### src/rtl/wfpa_pkg.sv
// package for the worst-fit partition allocator
// holds sizes, command and status codes, the cell-chain record types
// no dependencies
package wfpa_pkg;

  localparam int MAX_BLOCKS = 16;
  localparam int SIZE_W     = 16;
  localparam int IDX_W      = 4;
  localparam int CNT_W      = 5;

  localparam logic [CNT_W-1:0] ACTIVE_RESET = CNT_W'(16);
  localparam logic [CNT_W-1:0] MAX_COUNT    = CNT_W'(MAX_BLOCKS);

  localparam logic [1:0] CMD_LOAD  = 2'd0;
  localparam logic [1:0] CMD_ALLOC = 2'd1;
  localparam logic [1:0] CMD_FREE  = 2'd2;

  localparam logic [1:0] ST_OK    = 2'd0;
  localparam logic [1:0] ST_NOFIT = 2'd1;
  localparam logic [1:0] ST_ERR   = 2'd2;

  typedef enum logic [2:0] {
    S_IDLE = 3'b001,
    S_SCAN = 3'b010,
    S_RESP = 3'b100
  } state_e;

  // record that walks down the chain, one cell per cycle
  typedef struct packed {
    logic              valid;
    logic [SIZE_W-1:0] req;
    logic              found;
    logic [IDX_W-1:0]  best;
    logic [SIZE_W-1:0] left;
  } scan_t;

  // broadcast update to all cells
  typedef struct packed {
    logic              load;
    logic              clr;
    logic              set;
    logic [IDX_W-1:0]  idx;
    logic [SIZE_W-1:0] size;
  } upd_t;

endpackage

### src/rtl/wfpa_cell.sv
// one partition cell: holds size and taken flag, compares against the
// passing scan record and forwards it to the next cell
// depends on wfpa_pkg
module wfpa_cell (
  input  logic                      clk_i,
  input  logic                      rst_ni,
  input  logic [wfpa_pkg::IDX_W-1:0] idx_i,
  input  logic [wfpa_pkg::CNT_W-1:0] count_i,
  input  wfpa_pkg::upd_t            upd_i,
  input  wfpa_pkg::scan_t           scan_i,
  output wfpa_pkg::scan_t           scan_o,
  output logic                      taken_o
);

  logic [wfpa_pkg::SIZE_W-1:0] size_q;
  logic                        taken_q;
  wfpa_pkg::scan_t             scan_d, scan_q;
  logic                        active;
  logic                        fits;
  logic [wfpa_pkg::SIZE_W-1:0] left;
  logic                        hit;

  assign active = {1'b0, idx_i} < count_i;
  assign hit    = upd_i.idx == idx_i;
  assign fits   = active && !taken_q && (size_q >= scan_i.req);
  assign left   = size_q - scan_i.req;

  always_comb begin
    scan_d = scan_i;
    if (fits && (!scan_i.found || (left > scan_i.left))) begin
      scan_d.found = 1'b1;
      scan_d.best  = idx_i;
      scan_d.left  = left;
    end
  end

  always_ff @(posedge clk_i or negedge rst_ni) begin
    if (!rst_ni) begin
      taken_q <= 1'b0;
      scan_q  <= '0;
    end else begin
      scan_q <= scan_d;
      if (hit && (upd_i.load || upd_i.clr)) begin
        taken_q <= 1'b0;
      end else if (hit && upd_i.set) begin
        taken_q <= 1'b1;
      end
    end
  end

  always_ff @(posedge clk_i) begin
    if (hit && upd_i.load) begin
      size_q <= upd_i.size;
    end
  end

  assign scan_o  = scan_q;
  assign taken_o = taken_q;

endmodule

### src/rtl/worst_fit_partition_allocator_unit.sv
// worst-fit allocator: load, free and invalid commands answer in the cycle after
// the input beat; an allocate walks a record down the chain of MAX_BLOCKS cells,
// one cell a cycle, and its result is held pending until the output slot is free
// no input is taken while an allocate is in the chain or awaiting output; a
// stalled result blocks the next input beat
// reset clears every taken flag and sets active_blocks to 16; sizes hold
// whatever was last loaded and are undefined until written
module worst_fit_partition_allocator_unit (
  input  logic                        clk_i,
  input  logic                        rst_ni,
  input  logic                        in_valid_i,
  output logic                        in_ready_o,
  input  logic [1:0]                  command_i,
  input  logic [wfpa_pkg::IDX_W-1:0]  block_index_i,
  input  logic [wfpa_pkg::SIZE_W-1:0] size_value_i,
  output logic                        out_valid_o,
  input  logic                        out_ready_i,
  output logic [1:0]                  status_o,
  output logic [wfpa_pkg::IDX_W-1:0]  result_index_o,
  input  logic                        cfg_valid_i,
  output logic                        cfg_ready_o,
  input  logic [wfpa_pkg::CNT_W-1:0]  active_blocks_i
);

  wfpa_pkg::state_e            state_d, state_q;
  logic [wfpa_pkg::CNT_W-1:0]  active_q;
  logic [wfpa_pkg::CNT_W-1:0]  count;
  wfpa_pkg::scan_t             chain [wfpa_pkg::MAX_BLOCKS+1];
  logic [wfpa_pkg::MAX_BLOCKS-1:0] taken;
  wfpa_pkg::upd_t              upd;
  logic                        accept, slot_free, in_range, done;
  logic                        out_valid_q;
  logic [1:0]                  status_q, pend_status_q, imm_status;
  logic [wfpa_pkg::IDX_W-1:0]  res_q, pend_res_q;

  assign cfg_ready_o = 1'b1;
  assign count     = (active_q > wfpa_pkg::MAX_COUNT) ? wfpa_pkg::MAX_COUNT : active_q;
  assign slot_free = !out_valid_q || out_ready_i;
  assign in_ready_o = (state_q == wfpa_pkg::S_IDLE) && slot_free;
  assign accept    = in_valid_i && in_ready_o;
  assign in_range  = {1'b0, block_index_i} < count;
  assign done      = (state_q == wfpa_pkg::S_SCAN) && chain[wfpa_pkg::MAX_BLOCKS].valid;

  // launch record into the first cell
  always_comb begin
    chain[0].valid = accept && (command_i == wfpa_pkg::CMD_ALLOC);
    chain[0].req   = size_value_i;
    chain[0].found = 1'b0;
    chain[0].best  = '0;
    chain[0].left  = '0;
  end

  always_comb begin
    upd.load = accept && (command_i == wfpa_pkg::CMD_LOAD) && in_range;
    upd.clr  = accept && (command_i == wfpa_pkg::CMD_FREE) && in_range
               && taken[block_index_i];
    upd.set  = done && chain[wfpa_pkg::MAX_BLOCKS].found;
    upd.idx  = done ? chain[wfpa_pkg::MAX_BLOCKS].best : block_index_i;
    upd.size = size_value_i;
  end

  always_comb begin
    imm_status = wfpa_pkg::ST_ERR;
    if (upd.load || upd.clr) begin
      imm_status = wfpa_pkg::ST_OK;
    end
  end

  for (genvar g = 0; g < wfpa_pkg::MAX_BLOCKS; g++) begin : g_cell
    wfpa_cell u_cell (
      .clk_i   (clk_i),
      .rst_ni  (rst_ni),
      .idx_i   (wfpa_pkg::IDX_W'(g)),
      .count_i (count),
      .upd_i   (upd),
      .scan_i  (chain[g]),
      .scan_o  (chain[g+1]),
      .taken_o (taken[g])
    );
  end

  always_comb begin
    state_d = state_q;
    unique case (state_q)
      wfpa_pkg::S_IDLE: if (accept && command_i == wfpa_pkg::CMD_ALLOC) state_d = wfpa_pkg::S_SCAN;
      wfpa_pkg::S_SCAN: if (done) state_d = wfpa_pkg::S_RESP;
      wfpa_pkg::S_RESP: if (slot_free) state_d = wfpa_pkg::S_IDLE;
      default:          state_d = wfpa_pkg::S_IDLE;
    endcase
  end

  always_ff @(posedge clk_i or negedge rst_ni) begin
    if (!rst_ni) begin
      state_q     <= wfpa_pkg::S_IDLE;
      active_q    <= wfpa_pkg::ACTIVE_RESET;
      out_valid_q <= 1'b0;
    end else begin
      state_q <= state_d;
      if (cfg_valid_i) begin
        active_q <= active_blocks_i;
      end
      if (accept && command_i != wfpa_pkg::CMD_ALLOC) begin
        out_valid_q <= 1'b1;
      end else if (state_q == wfpa_pkg::S_RESP && slot_free) begin
        out_valid_q <= 1'b1;
      end else if (out_ready_i) begin
        out_valid_q <= 1'b0;
      end
    end
  end

  always_ff @(posedge clk_i) begin
    if (done) begin
      pend_status_q <= chain[wfpa_pkg::MAX_BLOCKS].found ? wfpa_pkg::ST_OK : wfpa_pkg::ST_NOFIT;
      pend_res_q    <= chain[wfpa_pkg::MAX_BLOCKS].found ? chain[wfpa_pkg::MAX_BLOCKS].best
                                                         : '0;
    end
    if (accept && command_i != wfpa_pkg::CMD_ALLOC) begin
      status_q <= imm_status;
      res_q    <= block_index_i;
    end else if (state_q == wfpa_pkg::S_RESP && slot_free) begin
      status_q <= pend_status_q;
      res_q    <= pend_res_q;
    end
  end

  assign out_valid_o    = out_valid_q;
  assign status_o       = status_q;
  assign result_index_o = res_q;

endmodule

### config.mk
export PLATFORM = sky130hd
export DESIGN_NAME = worst_fit_partition_allocator_unit
export DESIGN_NICKNAME = d
export VERILOG_FILES = /design/src/rtl/wfpa_pkg.sv /design/src/rtl/wfpa_cell.sv /design/src/rtl/worst_fit_partition_allocator_unit.sv
export SDC_FILE = /design/constraint.sdc
export NUM_CORES = 2
export LEC_CHECK = 0
export BUFFER_PORTS_ARGS = -buffer_cell sky130_fd_sc_hd__buf_2
export CAP_MARGIN = 40
export CORE_MARGIN = 5
export CORE_UTILIZATION = 65
export DETAILED_ROUTE_END_ITERATION = 6
export PLACE_DENSITY = 0.82
export SYNTH_ARGS = -nofsm -noshare
export SYNTH_HDL_FRONTEND = slang
export SYNTH_SLANG_ARGS = --single-unit
### constraint.sdc
create_clock -name clk_i -period 9.6 [get_ports clk_i]
set_input_delay 1.92 -clock clk_i [delete_from_list [all_inputs] [get_ports clk_i]]
set_output_delay 1.92 -clock clk_i [all_outputs]
set_load 0.02 [all_outputs]
After elaboration in Yosys (flattened, before gate mapping) --
Cells that the tools add are included.
Storage, ports and cells: bits in registers 869, bits of input ports 32, output and inout bits 9
Cells by class: add/subtract/negate cells 16, order comparisons 50, equality and inequality tests 24, multiplexer cells 65, reductions and logical operators 177
Operators by type and width (number):
- 2-to-1 mux 21 bit | 16
- >= comparator 16 bit | 16
- subtractor 16 bit | 16
- > comparator 16 bit | 15
- logical AND 1 bit | 107
- < comparator 4 x 5 -> 1 bit (first input constant) | 8
- 2-to-1 mux 1 bit | 37
- nonzero test 2 bit | 17
- equality test 4 bit (second input constant) | 8
- zero test 1 bit | 32
- < comparator 3 x 5 -> 1 bit (first input constant) | 4
- logical OR 1 bit | 17
- equality test 4 x 3 -> 1 bit (second input constant) | 4
- 2-to-1 mux 4 bit | 3
- < comparator 1 x 5 -> 1 bit (first input constant) | 2
- < comparator 2 x 5 -> 1 bit (first input constant) | 2
- 2-to-1 mux 3 bit | 3
- case mux 3 bit (3 select lines) | 1
- equality test 4 x 2 -> 1 bit (second input constant) | 2
- 2-to-1 mux 2 bit | 3
- > comparator 5 bit (second input constant) | 1
- < comparator 4 x 5 -> 1 bit | 1
- < comparator 4 x 5 -> 1 bit (second input constant) | 1
- 2-to-1 mux 5 bit | 1
- other kinds (13) | 15

Logic depth before layout (Yosys ltp) --
word-level depth 10, depth in mapped cells 20, depth with buffers taken out 19

By module --
Synthesis repeated with hierarchy kept, for this count alone.
Unflattened totals: cells, all modules 4806, area total of the unflattened synthesis 54259.5 um2
Modules (own cells, without submodules):
- wfpa_cell at g_cell[11].u_cell ... | times used 8, cells an instance 295, area an instance 3333.2 um2, sequential area each 1456.4 um2
- wfpa_cell at g_cell[0].u_cell ... | times used 4, cells an instance 295, area an instance 3354.5 um2, sequential area each 1456.4 um2
- wfpa_cell at g_cell[6].u_cell ... | times used 2, cells an instance 293, area an instance 3249.4 um2, sequential area each 1456.4 um2
- wfpa_cell at g_cell[8].u_cell | times used 1, cells an instance 305, area an instance 3329.4 um2, sequential area each 1456.4 um2
- wfpa_cell at g_cell[7].u_cell | times used 1, cells an instance 280, area an instance 3186.8 um2, sequential area each 1456.4 um2
- worst_fit_partition_allocator_unit | times used 1, cells an instance 95, area an instance 1161.1 um2, sequential area each 558.0 um2

Least setup slack after synthesis --
OpenSTA, ideal clock, no wires.
path type input to register, start point input out_ready_i, end point register g_cell[0].u_cell.size_q[0] (netlist bit), enable pin, setup time 409 ps, arrival time 4839 ps, slack 4352 ps, cell stages on the path 9, buffers on the path 2, cell sequence nor2b_1 -> nor4b_2 -> nand2_1 -> nor3_1 -> o21ai_0 -> or2_2 -> clkbuf_1 -> clkbuf_1 -> nor3_1
Between the ends: word-level cells in the longest chain between the ends 6
Ends and longest elaborated chain:
- from (decl) | RTL line worst_fit_partition_allocator_unit.sv:17 | input logic out_ready_i,
- logical OR 1 bit | RTL line worst_fit_partition_allocator_unit.sv:38 | assign slot_free = !out_valid_q || out_ready_i;
- logical AND 1 bit | RTL line worst_fit_partition_allocator_unit.sv:39 | assign in_ready_o = (state_q == wfpa_pkg::S_IDLE) && slot_free;
- named net in_ready_o | RTL line worst_fit_partition_allocator_unit.sv:12 | output logic in_ready_o,
- logical AND 1 bit | RTL line worst_fit_partition_allocator_unit.sv:40 | assign accept = in_valid_i && in_ready_o;
- logical AND 1 bit (2 in a row) | RTL line worst_fit_partition_allocator_unit.sv:54 | upd.load = accept && (command_i == wfpa_pkg::CMD_LOAD) && in_range;
- logical AND 1 bit | RTL line wfpa_cell.sv:52 | if (hit && upd_i.load) begin
- to (signal assigned) | RTL line wfpa_cell.sv:53 | size_q <= upd_i.size;
- to (decl) | RTL line wfpa_cell.sv:15 | logic [wfpa_pkg::SIZE_W-1:0] size_q;
The timed path passes the listed nets, and every way through them passes these cells. A chain may end at the register's enable or synchronous reset.

==> results.py <==
metrics = {
    "timing": {
        "max_freq_ghz": 0.196,
        "max_slew_margin_pct": 35.1,
        "worst_pin_slew_ns": 0.974,
        "tns_ns": 0,
        "hold_violations": 0,
        "rsz0062_at_grt": "no",
        "min_period_ns": 5.09,
        "drv_slew": 0,
        "setup_viol": 0,
        "skew_ns": 0.0243,
        "fin_crit_sh_pct": 53.0,
    },
    "finish": {
        "drive_gt1_share_pct": 11.9,
        "area_growth_pct": 10.4,
        "nets": 4843,
        "layout_common_cells": "inv_1 (593), dfrtp_1 (584), ha_1 (499)",
        "design_area_sq_um": 50900,
        "final_common_cell": "inv_1",
    },
    "worst_setup_path": {
        "crit_family": "simple AND/OR/NAND/NOR gates",
        "critPathLaunchType": "register",
        "cp_num_buf_inv": 1,
        "r2r_slack_ns": 4.51,
        "end_kind": "register",
        "cp.required_ns": 10.11,
        "critPathMaxFanout": 10,
        "cp.arrival_ns": 5.60,
        "cp_slowest_stage_delay_ns": 0.59,
        "path_common_cell": "a21oi_1",
        "worstPathCellList": "ha_1 > fa_1 > nand2b_1 > a211oi_1 > o21ai_0 > a21oi_1 > a21o_1 > a21oi_1 > xnor2_1 > ha_1 > nand4_1 > or4_1 > a21oi_1 > nor4b_1 > o21ai_0 > nor3b_2 > buf_4 > mux2_2",
        "crit_type": "register to register",
        "slowest_stage": "nor3b_2",
    },
    "pwr": {
        "pwr_density_cell_nw_per_um2": 214,
        "p_leak_nw": 23.7,
        "vdd_drop_max_uv": 213,
    },
    "clocking": {
        "cts_hold_buf": 0,
        "cts_tree": "built",
        "clock_latency_ns": 0.65,
        "cts_resized": 0,
        "cts-root-buf": "clkbuf_16",
        "clkTransAtPathRegs_ns": 0.07,
        "post_cts_buffers": 0,
        "clock_sinks": 853,
        "cts_buffers": 86,
        "cts_max_path_buffers": 3,
        "h-tree-depth": 3,
    },
    "min_path": {
        "hp-class": "register to register",
    },
    "global_routing": {
        "grt_pass1_wl_microns": 190000,
        "grt_antenna_before_repair": 10,
        "overflow": 0,
        "grt_pass1_vias": 32800,
        "grt_max_degree": 168,
        "grtUsageTotal_pct": 31.9,
    },
    "placed_design": {
        "hpwl_microns": 88600,
        "gp_congestion": 0.971,
        "portBuffers": 39,
        "place_area_sq_um": 47900,
    },
    "routing": {
        "drt_iter0_markers": 3218,
        "first_pass_iters": 5,
        "wl_microns": 123000,
        "via_count": 32900,
        "post_drt_wl_per_cell_microns": 23.2,
        "vias_per_cell": 6.19,
        "ant_nets": 0,
        "drc": 0,
    },
    "synth": {
        "synth_flop_cell": "dfrtp_1",
        "synth_edf_count": 267,
        "yosysSeqAreaShare_pct": 49.2,
        "postSynth.asyncResetShare_pct": 68.7,
        "synthDistinctLibCells": 86,
        "synth-seq-cells": 853,
        "synth_area_sq_um": 46100,
        "ys.warnings.count": 0,
        "synth.avg_cell_area_sq_um": 11.1,
        "syn-instance-count": 4159,
        "syn-num-nets": 4706,
    },
    "floorplanning": {
        "initial_core_util_pct": 65.7,
        "ioPinCount": 41,
        "dieArea_sq_um": 76400,
        "fp.dieH_microns": 276,
        "die_w_microns": 276,
        "rows": 97,
        "core-area_sq_um": 70100,
    },
    "outcome": {
        "status": "complete, no violations",
    },
    "run": {
        "drv_cap": 0,
    },
}
==> area by class of cell <==
type                            count  area (sq um)
Clock inverter                     46           499
Timing Repair Buffer              103           808
Antenna cell                        2          5.00
Tap cell                          940          1180
Fill cell                        4681         19300
Multi-Input combinational cell   2659         21100
Clock buffer                      114          2430
Inverter                          593          2230
Sequential cell                   853         22700
==> state kept, by name (all words and copies together), names as in the netlist <==
name	flops
status_o	2
result_index_o	4
g_cell.u_cell.taken_o	16
active_q	5
pend_status_q	1
state_q	3
g_cell.u_cell.size_q	256
g_cell.u_cell.scan_o	561
out_valid_o	1
pend_res_q	4
==> worst reg2reg max path, stage by stage (launching register included) <==
cell	delay, ns
dfrtp_1	0.38
ha_1	0.22
fa_1	0.41
nand2b_1	0.19
a211oi_1	0.33
o21ai_0	0.23
a21oi_1	0.29
a21o_1	0.16
a21oi_1	0.07
xnor2_1	0.15
ha_1	0.31
nand4_1	0.12
or4_1	0.55
a21oi_1	0.14
nor4b_1	0.06
o21ai_0	0.07
nor3b_2	0.59
buf_4	0.33
mux2_2	0.37
==> through the flow <==
stage | hold slack (ns) | power (mW) | utilization (%) | cells | worst slack, ns
after floorplan | 0.331 | 6.38 | - | 4159 | 4.35
after global placement | 0.332 | 7.22 | 68.0 | 5125 | 4.48
after detailed placement | 0.336 | 7.33 | 68.3 | 5146 | 4.47
after CTS | 0.345 | 10.9 | 72.5 | 5306 | 4.61
after global routing | 0.357 | 11.4 | 72.6 | 5308 | 4.27
final | 0.337 | 10.9 | 72.6 | 5310 | 4.51
==> synth_stat cells (8+ instances only) <==
master,count,area share (%)
nor3_1,70,0.76
mux2_2,186,4.5
o21a_1,61,0.99
a21oi_1,280,3.0
a21o_1,124,2.0
xnor2_1,135,2.6
and2_1,16,0.22
nor2_1,193,1.6
and4_1,9,0.17
mux2_4,14,0.46
clkbuf_1,30,0.24
buf_2,17,0.18
o21ai_0,176,1.9
a211oi_1,38,0.62
and3_1,25,0.34
mux2i_1,30,0.65
xor2_1,47,0.89
a2111oi_0,11,0.21
o31ai_1,14,0.23
ha_1,499,14
nand2_1,131,1.1
o311ai_0,9,0.17
o21bai_1,23,0.37
nand3_1,71,0.77
nor4_1,15,0.20
or3_1,16,0.22
a31oi_1,36,0.49
dfrtp_1,584,32
or2_2,27,0.37
a41oi_1,9,0.17
nor3b_1,8,0.13
o31a_1,12,0.23
o41ai_1,8,0.15
nor2b_1,73,0.99
edfxtp_1,267,17
nand2b_1,81,1.1
nand4_1,59,0.80
inv_1,593,4.8
o2111ai_1,8,0.15
fa_1,16,0.69
o211ai_1,18,0.29
==> kinds of logic (layout without fill, tap and decap cells) <==
| logic type | after synthesis | in the layout | share of synthesized area, % |
|---|---|---|---|
| compound gates | 897 | 897 | 12.5 |
| flops | 853 | 853 | 49.2 |
| simple gates | 829 | 829 | 9.39 |
| buf+inv | 647 | 856 | 5.38 |
| fa+ha+maj | 515 | 515 | 14.2 |
| mux | 235 | 235 | 5.89 |
| xor+xnor | 182 | 182 | 3.46 |
| other cells | 1 | 3 | 0.00813 |
==> worst paths after layout <==
kind,startpoint,to,depth (start not counted)
max in group asynchronous,rst_ni,g_cell[9].u_cell.scan_o[3],4
min in group asynchronous,rst_ni,g_cell[1].u_cell.scan_o[1],1
worst min register to register,g_cell[0].u_cell.scan_o[37],g_cell[1].u_cell.scan_o[37],0
worst min-delay path,g_cell[0].u_cell.scan_o[37],g_cell[1].u_cell.scan_o[37],0
worst max-delay path,g_cell[5].u_cell.scan_o[21],g_cell[6].u_cell.scan_o[15],18
worst max register to register,g_cell[5].u_cell.scan_o[21],g_cell[6].u_cell.scan_o[15],18
==> per-layer routing <==
metal	GRT usage (%)	up-vias	share of wire, %
met5	0	-	0.011
met4	14.4	2	5.5
met3	5.37	371	8.3
met2	50.5	1520	45
met1	44.0	16000	41
li1	-	15000	-
==> report_power, final <==
group / leakage [nW] / switching, mW / internal [mW]
Clock: 1.44 / 1.44 / 2.03
Sequential: 9.44 / 0.462 / 4.30
Combinational: 12.9 / 1.45 / 1.19
Note: power is estimated with default switching activity, not from simulation.
